## config.mk

```make
export PLATFORM = sky130hd
export DESIGN_NAME = gas_air_quality_index_core
export DESIGN_NICKNAME = d
export VERILOG_FILES = /design/src/rtl/gaqi_pkg.sv /design/src/rtl/gas_air_quality_index_core.sv /design/src/rtl/gaqi_ctrl.sv /design/src/rtl/gaqi_datapath.sv
export SDC_FILE = /design/constraint.sdc
export NUM_CORES = 2
export LEC_CHECK = 0
export BUFFER_PORTS_ARGS = -buffer_cell sky130_fd_sc_hd__buf_2
export CAP_MARGIN = 25
export CORE_UTILIZATION = 55
export CTS_BUF_LIST = sky130_fd_sc_hd__clkbuf_16
export CTS_CLUSTER_SIZE = 12
export DETAILED_ROUTE_END_ITERATION = 8
export PLACE_DENSITY = 0.82
export RECOVER_POWER = 50
export SYNTH_ARGS = -nofsm -noshare
export SYNTH_HDL_FRONTEND = slang
export SYNTH_SLANG_ARGS = --single-unit
export TNS_END_PERCENT = 1
```

## constraint.sdc

```tcl
create_clock -name clk -period 11.1 [get_ports clk]
set_input_delay 2.775 -clock clk [delete_from_list [all_inputs] [get_ports clk]]
set_output_delay 2.775 -clock clk [all_outputs]
set_load 0.02 [all_outputs]
```

## src/rtl/gaqi_pkg.sv

```systemverilog
package gaqi_pkg;

	localparam int GAS_IN_W      = 24;
	localparam int HUM_W         = 16;
	localparam int IAQ_W         = 13;
	localparam int BASE_OUT_W    = 24;
	localparam int GAIN_W        = 16;
	localparam int CFG_IDX_W     = 2;
	localparam int GAS_BITS_DEF  = 24;
	localparam int FRAC_BITS_DEF = 16;

	localparam int RATIO_FRAC_W = 16;
	localparam int RATIO_W      = RATIO_FRAC_W + 1;
	localparam int STEP_CNT_W   = $clog2(GAIN_W);
	localparam int HUM_RECIP_W  = 32;
	localparam int HUM_RECIP_SH = 17;
	localparam int HUM_SCORE_W  = 27;
	localparam int SCORE_W      = 29;
	localparam int SCORE_FRAC_W = 16;
	localparam int HUM_M_W      = 13;

	localparam logic [GAIN_W-1:0] RISE_GAIN_RESET  = 16'd6554;
	localparam logic [GAIN_W-1:0] DECAY_GAIN_RESET = 16'd33;

	localparam logic signed [HUM_W-1:0] HUM_LOW_EDGE  = 16'sd3800;
	localparam logic signed [HUM_W-1:0] HUM_HIGH_EDGE = 16'sd4200;
	localparam logic signed [HUM_W-1:0] HUM_TOP       = 16'sd10000;

	localparam logic [HUM_RECIP_W-1:0] HUM_LOW_RECIP  = 32'd2825636379;
	localparam logic [HUM_RECIP_W-1:0] HUM_HIGH_RECIP = 32'd1851279007;
	localparam logic [HUM_SCORE_W-1:0] HUM_FULL       = 27'd81920000;

	localparam logic [RATIO_W-1:0]   RATIO_ONE  = 17'h10000;
	localparam logic [11:0]          GAS_WEIGHT = 12'd3750;
	localparam logic [SCORE_W-1:0]   IAQ_TOP    = 29'd327680000;
	localparam logic [SCORE_W:0]     ROUND_HALF = 30'd32768;
	localparam logic [IAQ_W-1:0]     IAQ_MAX    = 13'd5000;

	typedef enum logic [CFG_IDX_W-1:0] {
		REG_RISE_GAIN  = 2'd0,
		REG_DECAY_GAIN = 2'd1
	} cfg_reg_t;

	typedef enum logic [2:0] {
		ST_IDLE,
		ST_MUL,
		ST_UPD,
		ST_DIV,
		ST_RATIO,
		ST_SCORE,
		ST_OUT
	} ctrl_state_t;

	typedef struct packed {
		logic load;
		logic mul_step;
		logic upd;
		logic div_step;
		logic ratio_load;
		logic score_load;
		logic out_load;
	} ctrl_cmd_t;

endpackage

```

## src/rtl/gas_air_quality_index_core.sv

```systemverilog
// Air quality index core: each transfer on the input channel delivers one gas resistance
// sample and one humidity reading, and one result with the index and the updated clean-air
// baseline is then placed in the output register. The work runs in order through a
// shift-and-add multiply for the baseline step, an update of the baseline, a restoring divide
// for the gas ratio, and steps to load the ratio, the score and the result; the result waits
// until the output register is free. The humidity score comes from a constant reciprocal
// multiply and is combinational. One sample is in work at a time, so no new sample is taken
// before the last one is through; the next is taken as soon as the previous result sits in
// the output register, which holds it until the receiver takes it. Configuration writes are
// always ready and should be made only while the block is idle.
module gas_air_quality_index_core import gaqi_pkg::*; #(
	parameter int GAS_BITS  = GAS_BITS_DEF,
	parameter int FRAC_BITS = FRAC_BITS_DEF
) (
	input  logic                    clk,
	input  logic                    arst_n,
	input  logic                    in_valid,
	output logic                    in_stall,
	input  logic [GAS_IN_W-1:0]     gas_ohms,
	input  logic signed [HUM_W-1:0] humidity_centi,
	output logic                    out_valid,
	input  logic                    out_stall,
	output logic [IAQ_W-1:0]        iaq_tenths,
	output logic [BASE_OUT_W-1:0]   baseline_ohms,
	input  logic                    cfg_valid,
	output logic                    cfg_ready,
	input  logic [CFG_IDX_W-1:0]    cfg_index,
	input  logic [GAIN_W-1:0]       cfg_data
);

	ctrl_cmd_t cmd;

	assign cfg_ready = 1'b1;

	gaqi_ctrl u_ctrl (
		.clk       (clk),
		.arst_n    (arst_n),
		.in_valid  (in_valid),
		.in_stall  (in_stall),
		.out_valid (out_valid),
		.out_stall (out_stall),
		.cmd       (cmd)
	);

	gaqi_datapath #(
		.GAS_BITS  (GAS_BITS),
		.FRAC_BITS (FRAC_BITS)
	) u_datapath (
		.clk            (clk),
		.arst_n         (arst_n),
		.cmd            (cmd),
		.cfg_valid      (cfg_valid && cfg_ready),
		.cfg_index      (cfg_index),
		.cfg_data       (cfg_data),
		.gas_ohms       (gas_ohms),
		.humidity_centi (humidity_centi),
		.iaq_tenths     (iaq_tenths),
		.baseline_ohms  (baseline_ohms)
	);

endmodule

```

## src/rtl/gaqi_ctrl.sv

```systemverilog
module gaqi_ctrl import gaqi_pkg::*; (
	input  logic      clk,
	input  logic      arst_n,
	input  logic      in_valid,
	output logic      in_stall,
	output logic      out_valid,
	input  logic      out_stall,
	output ctrl_cmd_t cmd
);

	ctrl_state_t             state_q, state_d;
	logic [STEP_CNT_W-1:0]   cnt_q;
	logic                    out_valid_q;
	logic                    cnt_last;
	logic                    out_free;

	assign cnt_last  = (cnt_q == STEP_CNT_W'(GAIN_W - 1));
	assign out_free  = !out_valid_q || !out_stall;
	assign in_stall  = (state_q != ST_IDLE);
	assign out_valid = out_valid_q;

	always_ff @(posedge clk or negedge arst_n) begin
		if (!arst_n) begin
			state_q <= ST_IDLE;
		end else begin
			state_q <= state_d;
		end
	end

	always_ff @(posedge clk or negedge arst_n) begin
		if (!arst_n) begin
			cnt_q       <= '0;
			out_valid_q <= 1'b0;
		end else begin
			if (cmd.mul_step || cmd.div_step) begin
				cnt_q <= cnt_q + 1'b1;
			end else begin
				cnt_q <= '0;
			end
			if (cmd.out_load) begin
				out_valid_q <= 1'b1;
			end else if (out_valid_q && !out_stall) begin
				out_valid_q <= 1'b0;
			end
		end
	end

	always_comb begin
		state_d = state_q;
		cmd     = '0;
		unique case (state_q)
			ST_IDLE: begin
				if (in_valid) begin
					cmd.load = 1'b1;
					state_d  = ST_MUL;
				end
			end
			ST_MUL: begin
				cmd.mul_step = 1'b1;
				if (cnt_last) begin
					state_d = ST_UPD;
				end
			end
			ST_UPD: begin
				cmd.upd = 1'b1;
				state_d = ST_DIV;
			end
			ST_DIV: begin
				cmd.div_step = 1'b1;
				if (cnt_last) begin
					state_d = ST_RATIO;
				end
			end
			ST_RATIO: begin
				cmd.ratio_load = 1'b1;
				state_d        = ST_SCORE;
			end
			ST_SCORE: begin
				cmd.score_load = 1'b1;
				state_d        = ST_OUT;
			end
			ST_OUT: begin
				if (out_free) begin
					cmd.out_load = 1'b1;
					state_d      = ST_IDLE;
				end
			end
			default: begin
				state_d = ST_IDLE;
			end
		endcase
	end

endmodule

```

## src/rtl/gaqi_datapath.sv

```systemverilog
module gaqi_datapath import gaqi_pkg::*; #(
	parameter int GAS_BITS  = GAS_BITS_DEF,
	parameter int FRAC_BITS = FRAC_BITS_DEF
) (
	input  logic                       clk,
	input  logic                       arst_n,
	input  ctrl_cmd_t                  cmd,
	input  logic                       cfg_valid,
	input  logic [CFG_IDX_W-1:0]       cfg_index,
	input  logic [GAIN_W-1:0]          cfg_data,
	input  logic [GAS_IN_W-1:0]        gas_ohms,
	input  logic signed [HUM_W-1:0]    humidity_centi,
	output logic [IAQ_W-1:0]           iaq_tenths,
	output logic [BASE_OUT_W-1:0]      baseline_ohms
);

	localparam int BASE_W = GAS_BITS + FRAC_BITS;
	localparam int ACC_W  = BASE_W + GAIN_W;
	localparam int HPROD_W = HUM_M_W + HUM_RECIP_W;

	typedef enum logic [1:0] {
		HUM_ZERO,
		HUM_FULL_BAND,
		HUM_RAMP
	} hum_mode_t;

	logic [GAIN_W-1:0] rise_q, decay_q;
	logic [BASE_W-1:0] base_q;

	logic [BASE_W-1:0] gq_q, diff_q, rem_q;
	logic              seed_q, up_q;
	logic [ACC_W-1:0]  acc_q;
	logic [GAIN_W-1:0] gain_q;
	logic [RATIO_FRAC_W-1:0] quo_q;
	logic [RATIO_W-1:0]      ratio_q;
	logic [SCORE_W-1:0]      sub_q;
	hum_mode_t               hmode_q;
	logic [HUM_M_W-1:0]      hum_m_q;
	logic                    hhigh_q;
	logic [IAQ_W-1:0]        iaq_q;
	logic [BASE_OUT_W-1:0]   base_out_q;

	logic [GAS_BITS+GAS_IN_W-1:0] gas_ext;
	logic [GAS_BITS-1:0]          gas_sat;
	logic [BASE_W-1:0]            gq, diff, one_q, step, base_new, base_floor;
	logic                         up;
	hum_mode_t                    hmode;
	logic [HUM_M_W-1:0]           hum_m;
	logic                         hhigh;
	logic [HPROD_W-1:0]           hum_prod;
	logic [BASE_W:0]              rt;
	logic                         rge;
	logic [BASE_W-1:0]            rem_next;
	logic [HUM_SCORE_W-1:0]       hum_score;
	logic [SCORE_W-1:0]           total;
	logic [SCORE_W:0]             rounded;
	logic [SCORE_W-SCORE_FRAC_W:0] iaq_full;
	logic [GAS_BITS-1:0]          base_int;
	logic [GAS_BITS+BASE_OUT_W-1:0] base_ext;

	assign gas_ext = (GAS_BITS + GAS_IN_W)'(gas_ohms);
	assign gas_sat = (|(gas_ext >> GAS_BITS)) ? '1 : gas_ext[GAS_BITS-1:0];
	assign gq      = BASE_W'(gas_sat) << FRAC_BITS;
	assign up      = (gq > base_q);
	assign diff    = up ? (gq - base_q) : (base_q - gq);
	assign one_q   = BASE_W'(1) << FRAC_BITS;

	always_comb begin
		hmode = HUM_ZERO;
		hum_m = '0;
		hhigh = 1'b0;
		if ((humidity_centi >= HUM_LOW_EDGE) && (humidity_centi <= HUM_HIGH_EDGE)) begin
			hmode = HUM_FULL_BAND;
		end else if ((humidity_centi > 16'sd0) && (humidity_centi < HUM_LOW_EDGE)) begin
			hmode = HUM_RAMP;
			hum_m = HUM_M_W'(humidity_centi);
		end else if ((humidity_centi > HUM_HIGH_EDGE) && (humidity_centi < HUM_TOP)) begin
			hmode = HUM_RAMP;
			hum_m = HUM_M_W'(HUM_TOP - humidity_centi);
			hhigh = 1'b1;
		end
	end

	assign hum_prod = HPROD_W'(hum_m_q) *
		HPROD_W'(hhigh_q ? HUM_HIGH_RECIP : HUM_LOW_RECIP);

	assign rt       = {rem_q, 1'b0};
	assign rge      = (rt >= (BASE_W + 1)'(base_q));
	assign rem_next = rge ? BASE_W'(rt - (BASE_W + 1)'(base_q)) : rt[BASE_W-1:0];

	assign step       = acc_q[ACC_W-1:GAIN_W];
	assign base_new   = seed_q ? gq_q : (up_q ? (base_q + step) : (base_q - step));
	assign base_floor = (base_new < one_q) ? one_q : base_new;

	always_comb begin
		unique case (hmode_q)
			HUM_FULL_BAND: hum_score = HUM_FULL;
			HUM_RAMP:      hum_score = hum_prod[HUM_RECIP_SH +: HUM_SCORE_W];
			default:       hum_score = '0;
		endcase
	end

	assign total    = (sub_q >= IAQ_TOP) ? '0 : (IAQ_TOP - sub_q);
	assign rounded  = (SCORE_W + 1)'(total) + ROUND_HALF;
	assign iaq_full = rounded[SCORE_W:SCORE_FRAC_W];

	assign base_int = base_q[BASE_W-1:FRAC_BITS];
	assign base_ext = (GAS_BITS + BASE_OUT_W)'(base_int);

	always_ff @(posedge clk or negedge arst_n) begin
		if (!arst_n) begin
			rise_q  <= RISE_GAIN_RESET;
			decay_q <= DECAY_GAIN_RESET;
			base_q  <= '0;
		end else begin
			if (cfg_valid) begin
				unique case (cfg_index)
					REG_RISE_GAIN:  rise_q  <= cfg_data;
					REG_DECAY_GAIN: decay_q <= cfg_data;
					default: ;
				endcase
			end
			if (cmd.upd) begin
				base_q <= base_floor;
			end
		end
	end

	always_ff @(posedge clk) begin
		if (cmd.load) begin
			gq_q    <= gq;
			seed_q  <= (base_q == '0);
			up_q    <= up;
			diff_q  <= diff;
			acc_q   <= '0;
			gain_q  <= up ? rise_q : decay_q;
			hmode_q <= hmode;
			hum_m_q <= hum_m;
			hhigh_q <= hhigh;
		end
		if (cmd.mul_step) begin
			acc_q  <= (acc_q << 1) + (gain_q[GAIN_W-1] ? ACC_W'(diff_q) : '0);
			gain_q <= gain_q << 1;
		end
		if (cmd.upd) begin
			rem_q <= gq_q;
			quo_q <= '0;
		end
		if (cmd.div_step) begin
			rem_q <= rem_next;
			quo_q <= {quo_q[RATIO_FRAC_W-2:0], rge};
		end
		if (cmd.ratio_load) begin
			ratio_q <= (gq_q >= base_q) ? RATIO_ONE : RATIO_W'(quo_q);
		end
		if (cmd.score_load) begin
			sub_q <= SCORE_W'(hum_score) + SCORE_W'(ratio_q) * SCORE_W'(GAS_WEIGHT);
		end
		if (cmd.out_load) begin
			iaq_q      <= (iaq_full > (SCORE_W - SCORE_FRAC_W + 1)'(IAQ_MAX)) ?
				IAQ_MAX : IAQ_W'(iaq_full);
			base_out_q <= (|(base_ext >> BASE_OUT_W)) ? '1 : base_ext[BASE_OUT_W-1:0];
		end
	end

	assign iaq_tenths    = iaq_q;
	assign baseline_ohms = base_out_q;

endmodule

```

[After elaboration in Yosys (flattened, before gate mapping)]
Index checks and enable logic that the tools add are counted.
Operators by class
  add/sub/neg operators: 11
  multiply operators: 2
  $lt $le $gt $ge: 12
  equal/unequal tests: 14
  muxes and demuxes: 41
  reductions and logical operators: 19
Operators with widths (count)
  $mux 40: 8
  $sub 40x40->40: 4
  $mux 56: 2
  $mux 16: 5
  $add 56x56->56: 1
  $pmux 27 s2: 1
  $mul 13x45->44: 1
  $ge 41x40->1: 1
  $add 40x40->40: 1
  $ge 40x40->1: 1
  $gt 40x40->1: 1
  $logic_not 40->1: 1
  $lt 40x17->1 const B: 1
  $mux 32: 1
  $add 29x16->30 const B: 1
  $add 27x29->29: 1
  $ge 29x29->1 const B: 1
  $mux 29: 1
  $sub 29x29->29 const A: 1
  $mul 17x11->28 const B: 1
  $mux 13: 2
  $pmux 3 s7: 1
  $mux 17: 1
  $ge 16x13->1 const B: 1
  other kinds (30): 59
Storage, ports and cells
  flip-flop bits (word level): 373
  input bits: 63
  output and inout port bits: 40
  word-level logic and storage cells: 122

[Depth between registers and ports, before layout]
  word-level depth: 5
  depth in mapped cells: 36
  gate-level depth less buffers: 34

[Cells and area by module]
From an unflattened synthesis, not the netlist that was laid out.
Unflattened totals
  cell total of the unflattened synthesis: 4096
  area total of the unflattened synthesis: 38968.6 um^2
Modules (own cells, without submodules)
  gaqi_datapath: instances 1, cells each 4049, area each 38530.7 um^2, sequential area each 10601.4 um^2
  gaqi_ctrl: instances 1, cells each 45, area each 426.7 um^2, sequential area each 200.2 um^2
  gas_air_quality_index_core: instances 1, cells each 2, area each 11.3 um^2, sequential area each 0.0 um^2

[Worst setup path after synthesis]
Ideal clock, no wire load.
  path kind: flip-flop to flip-flop
  from: register u_datapath.hum_m_q[11]
  to: register u_datapath.sub_q[28], data pin
  library setup time: 0.259 ns
  arrival time: 7.730 ns
  required time: 10.841 ns
  slack: 3.111 ns
  stages on the path, launching flop included: 36
  buffers on the path: 1
  period minus slack after synthesis: 7.989 ns
  path through: edfxtp_1 > clkbuf_1 > and2_1 > xnor2_1 > ha_1 > fa_1 > inv_1 > fa_1 > inv_1 > fa_1 > inv_1 > fa_1 > inv_1 > ha_1 > nand2_1 > a211o_1 > a31oi_1 > o31ai_1 > o21ai_0 > a21oi_1 > inv_1 > a21oi_1 > xor2_1 > nor2_1 > ha_1 > o21a_1 > a2111oi_0 > o211ai_1 > a31oi_1 > a21oi_1 > a221oi_1 > nor2b_1 > o21a_1 > o21ai_0 > a21oi_1 > xnor2_1
Between the ends
  cells in the longest elaborated chain, start to end: 3
Ends and longest elaborated chain
  from (decl): line gaqi_datapath.sv:38  | logic [HUM_M_W-1:0] hum_m_q;
  from (signal assigned): line gaqi_datapath.sv:138  | hum_m_q <= hum_m;
  $mul 13x45->44: line gaqi_datapath.sv:84  | assign hum_prod = HPROD_W'(hum_m_q) *
  $pmux 27 s2: line gaqi_datapath.sv:96  | unique case (hmode_q)
  $add 27x29->29: line gaqi_datapath.sv:157  | sub_q <= SCORE_W'(hum_score) + SCORE_W'(ratio_q) * SCORE_W'(GAS_WEIGHT);
  to (signal assigned): line gaqi_datapath.sv:157
  to (decl): line gaqi_datapath.sv:36  | logic [SCORE_W-1:0] sub_q;
Every way passes these cells.
A chain may end at the register's enable or synchronous reset.

[Final worst setup path]
  from: register u_datapath.hhigh_q
  to: register u_datapath.sub_q[28], data pin
Between the ends
  cells in the longest elaborated chain, start to end: 4
Ends and longest elaborated chain
  from (decl): line gaqi_datapath.sv:39  | logic hhigh_q;
  from (signal assigned): line gaqi_datapath.sv:139  | hhigh_q <= hhigh;
  $mux 32: line gaqi_datapath.sv:85  | HPROD_W'(hhigh_q ? HUM_HIGH_RECIP : HUM_LOW_RECIP);
  $mul 13x45->44: line gaqi_datapath.sv:84
  $pmux 27 s2: line gaqi_datapath.sv:96
  $add 27x29->29: line gaqi_datapath.sv:157
Every way passes these cells.

==> impl_results.md <==
* Reg-to-reg startpoint: u_datapath.hhigh_q
* Detailed-route wire length at 99250 µm
* Max Clock Freq at 104.6 MHz
* Root Buffer Master: sky130_fd_sc_hd__clkbuf_16
* Failing checks: max-capacitance violations, max-slew violations
* Critical path start-end classification: reg -> reg
* Most used cell along the critical path: sky130_fd_sc_hd__inv_1
* Fraction of layout instances using a drive strength above 1 at 6.055%
* Slew HR at -123.3%
* Worst setup SP type: flip-flop
* Final setup vio count at 0
* Worst path required time at 11.45 ns
* Actual transition at the worst max-transition pin at 3.350 ns
* Post-synthesis instance total at 4111
* Port bufs at 101
* Number of buffers inserted to repair setup after CTS at 0
* Number of synthesis warnings at 0
* Die Ht at 269.2 µm
* Dpl hpwl at 78060 µm
* Critical path's largest stage delay at 0.97 ns
* Worst setup EP type: flip-flop
* Wire length of the first global-routing pass at 161100 µm
* Initial antenna violation count at 1
* Final worst-path cycle share at 86.12%
* Crit path arrival time at 9.91 ns
* H-Tree Level Count at 2
* All-Layer GR Usage at 27.45%
* Final Wtd Congestion at 0.9820
* Worst min-delay path endpoint: u_ctrl.cnt_q[0]
* Final layout net count at 4949
* Die footprint at 72470 µm²
* Total of cells resized after clock tree synthesis at 0
* Cell row count at 97
* Max stage delay cell, worst path: sky130_fd_sc_hd__edfxtp_1
* Final slew viol count at 320
* Clock period minus worst slack at 9.560 ns
* Hold Crit Class: reg -> reg
* Total core area at 70390 µm²
* Number of sinks handled by clock tree synthesis at 373
* CTS Hold Bufs at 0
* Distinct cell type count of the synthesized netlist at 104
* Endpoint of the most critical register-to-register path: u_datapath.sub_q[28]
* Final setup TNS at 0 ns
* Count of state elements after synthesis at 373
* Number of clock buffers inserted by TritonCTS at 45
* Total count of hold-check failures in the final report at 0
* Top post-synthesis cells by area: sky130_fd_sc_hd__edfxtp_1, sky130_fd_sc_hd__ha_1, sky130_fd_sc_hd__fa_1
* Largest net degree at the start of global routing at 66
* Clk_skew at 0.02436 ns
* Worst slack at placement at 1.666 ns
* Total via count after detailed routing at 30620
* Run status: finished with violations
* Cell area after technology mapping at 39270 µm²
* Number of I/O pins at 103
* Yosys top cell by area: sky130_fd_sc_hd__edfxtp_1
* Hold_sp: u_ctrl.cnt_q[0]
* Area growth from synthesis to final layout at 6.805%
* Maxcap violations at 9
* Remaining global-route overflow at 0
* Buffer depth of the longest clock path at 3
* Average instance area after synthesis at 9.553 µm²
* Sequential fraction of the synthesis area at 27.51%
* RSZ-0062 raised after global routing: no
* Clock latency on the worst-skew pair at 0.61 ns
* Setup slack, reg-to-reg at 1.54 ns
* Depth of the most critical reg-to-reg path at 34
* Antenna Nets Post-Route at 0
* Clock slew at the register clock pins of the worst setup and hold paths at 0.06 ns
* Commonest cells after routing, fill and taps aside: sky130_fd_sc_hd__inv_1, sky130_fd_sc_hd__ha_1, sky130_fd_sc_hd__edfxtp_1
* Prevailing post-synth register cell: sky130_fd_sc_hd__edfxtp_1
* Maximum net fanout on the critical path at 31
* Number of flops mapped to enable cells by yosys at 292
* Starting DRT DRC Count at 2314
* Vias in the first global route at 30670
* TritonCTS clock tree: yes
* Worst slack on hold paths at 0.4775 ns
* Share of async-settable or async-resettable flops after synthesis at 21.45%
* DRC violation count after routing at 0
* Via/cell ratio at 5.962
* Worst Hold Depth at 1
* Effective utilization at floorplan at 55.79%
* Horizontal die dimension at 269.2 µm
* Wirelength per Cell at 19.32 µm
* Share of the synthesized area in the top cell type at 22.33%
* Worst Slack Setup Final at 1.540 ns
* Detailed-routing iteration count for the pre-antenna-repair pass at 9
* Most common library cell in the layout ignoring fill and taps: sky130_fd_sc_hd__inv_1
## layout make-up
cell class | instances | area (µm²)
fill | 5882 | 28450
multi-input combinational | 3084 | 25950
sequential | 373 | 10800
inverter | 528 | 1983
clock buffer | 47 | 1176
tap | 940 | 1176
timing repair buffer | 127 | 604.3
clock inverter | 36 | 251.5
antenna | 1 | 2.502
## state kept, by name, summed over array words and instances, names as in the netlist, 16 cells and up
signal and flops:
u_datapath.base_q 40, u_datapath.ratio_q 17, u_datapath.gain_q 16, u_datapath.rise_q 16
u_datapath.acc_q 56, u_datapath.gq_q 24, u_datapath.diff_q 40, u_datapath.quo_q 16
u_datapath.rem_q 40, u_datapath.decay_q 16, u_datapath.sub_q 29, u_datapath.baseline_ohms 24
## per-layer routing
| metal | GRT usage, % | vias to the layer above | part of all wire [%] |
|---|---|---|---|
| li1 | - | 14480 | - |
| met1 | 36.05 | 14810 | 42 |
| met2 | 46.58 | 1080 | 48 |
| met3 | 2.957 | 246 | 6.0 |
| met4 | 10.47 | 2 | 3.9 |
| met5 | 0 | - | 0.014 |
## critical path: cells and delay by family (launching register included)
kind | cells | cell delay [ns]
compound gates | 15 | 3.82
flops | 1 | 0.97
simple gates | 4 | 0.55
xor+xnor | 3 | 0.54
buf+inv | 5 | 0.31
fa+ha+maj | 7 | 3.12
## per-stage QoR
step / instance area (µm²) / util [%] / instances
2_1_floorplan: 39300 / - / 4118
3_3_place_gp: 40640 / 57.74 / 5052
3_5_place_dp: 40640 / 57.74 / 5052
4_1_cts: 42070 / 59.77 / 5135
5_1_grt: 41940 / 59.58 / 5135
6_report: 41940 / 59.59 / 5136
## worst max-delay path by stage
stage                                 startpoint                   end
after floorplan           u_datapath.hum_m_q[11]  u_datapath.sub_q[28]
after CTS                     u_datapath.hhigh_q  u_datapath.sub_q[28]
after global placement        u_datapath.hhigh_q  u_datapath.sub_q[28]
after global routing          u_datapath.hhigh_q  u_datapath.sub_q[28]
after detailed placement      u_datapath.hhigh_q  u_datapath.sub_q[28]
final                         u_datapath.hhigh_q  u_datapath.sub_q[28]
## synthesized netlist by cell type, types with 75 or more instances
cell	n
sky130_fd_sc_hd__a21oi_1	252
sky130_fd_sc_hd__xnor2_1	156
sky130_fd_sc_hd__xor2_1	103
sky130_fd_sc_hd__nor2_1	247
sky130_fd_sc_hd__and2_1	82
sky130_fd_sc_hd__mux2i_1	75
sky130_fd_sc_hd__clkbuf_1	105
sky130_fd_sc_hd__nand2_1	257
sky130_fd_sc_hd__fa_1	263
sky130_fd_sc_hd__edfxtp_1	292
sky130_fd_sc_hd__o21ai_0	198
sky130_fd_sc_hd__a21o_1	145
sky130_fd_sc_hd__inv_1	528
sky130_fd_sc_hd__ha_1	464
## cells by family (layout without fill, tap and decap cells)
logic type	Yosys count	after routing	share of synthesized area, %
multiplexers	114	114	3.030
flip-flops	373	373	27.51
adder cells (fa/ha/maj)	728	728	28.22
AO/OA/AOI/OAI	925	925	15.27
buffers and inverters	661	738	6.589
other	2	10	0.01912
XOR/XNOR	260	260	5.818
AND/OR/NAND/NOR	1048	1048	13.56
Power is not shown: default switching activity piles up to over one toggle a cycle in this logic, so the estimate is an artifact.
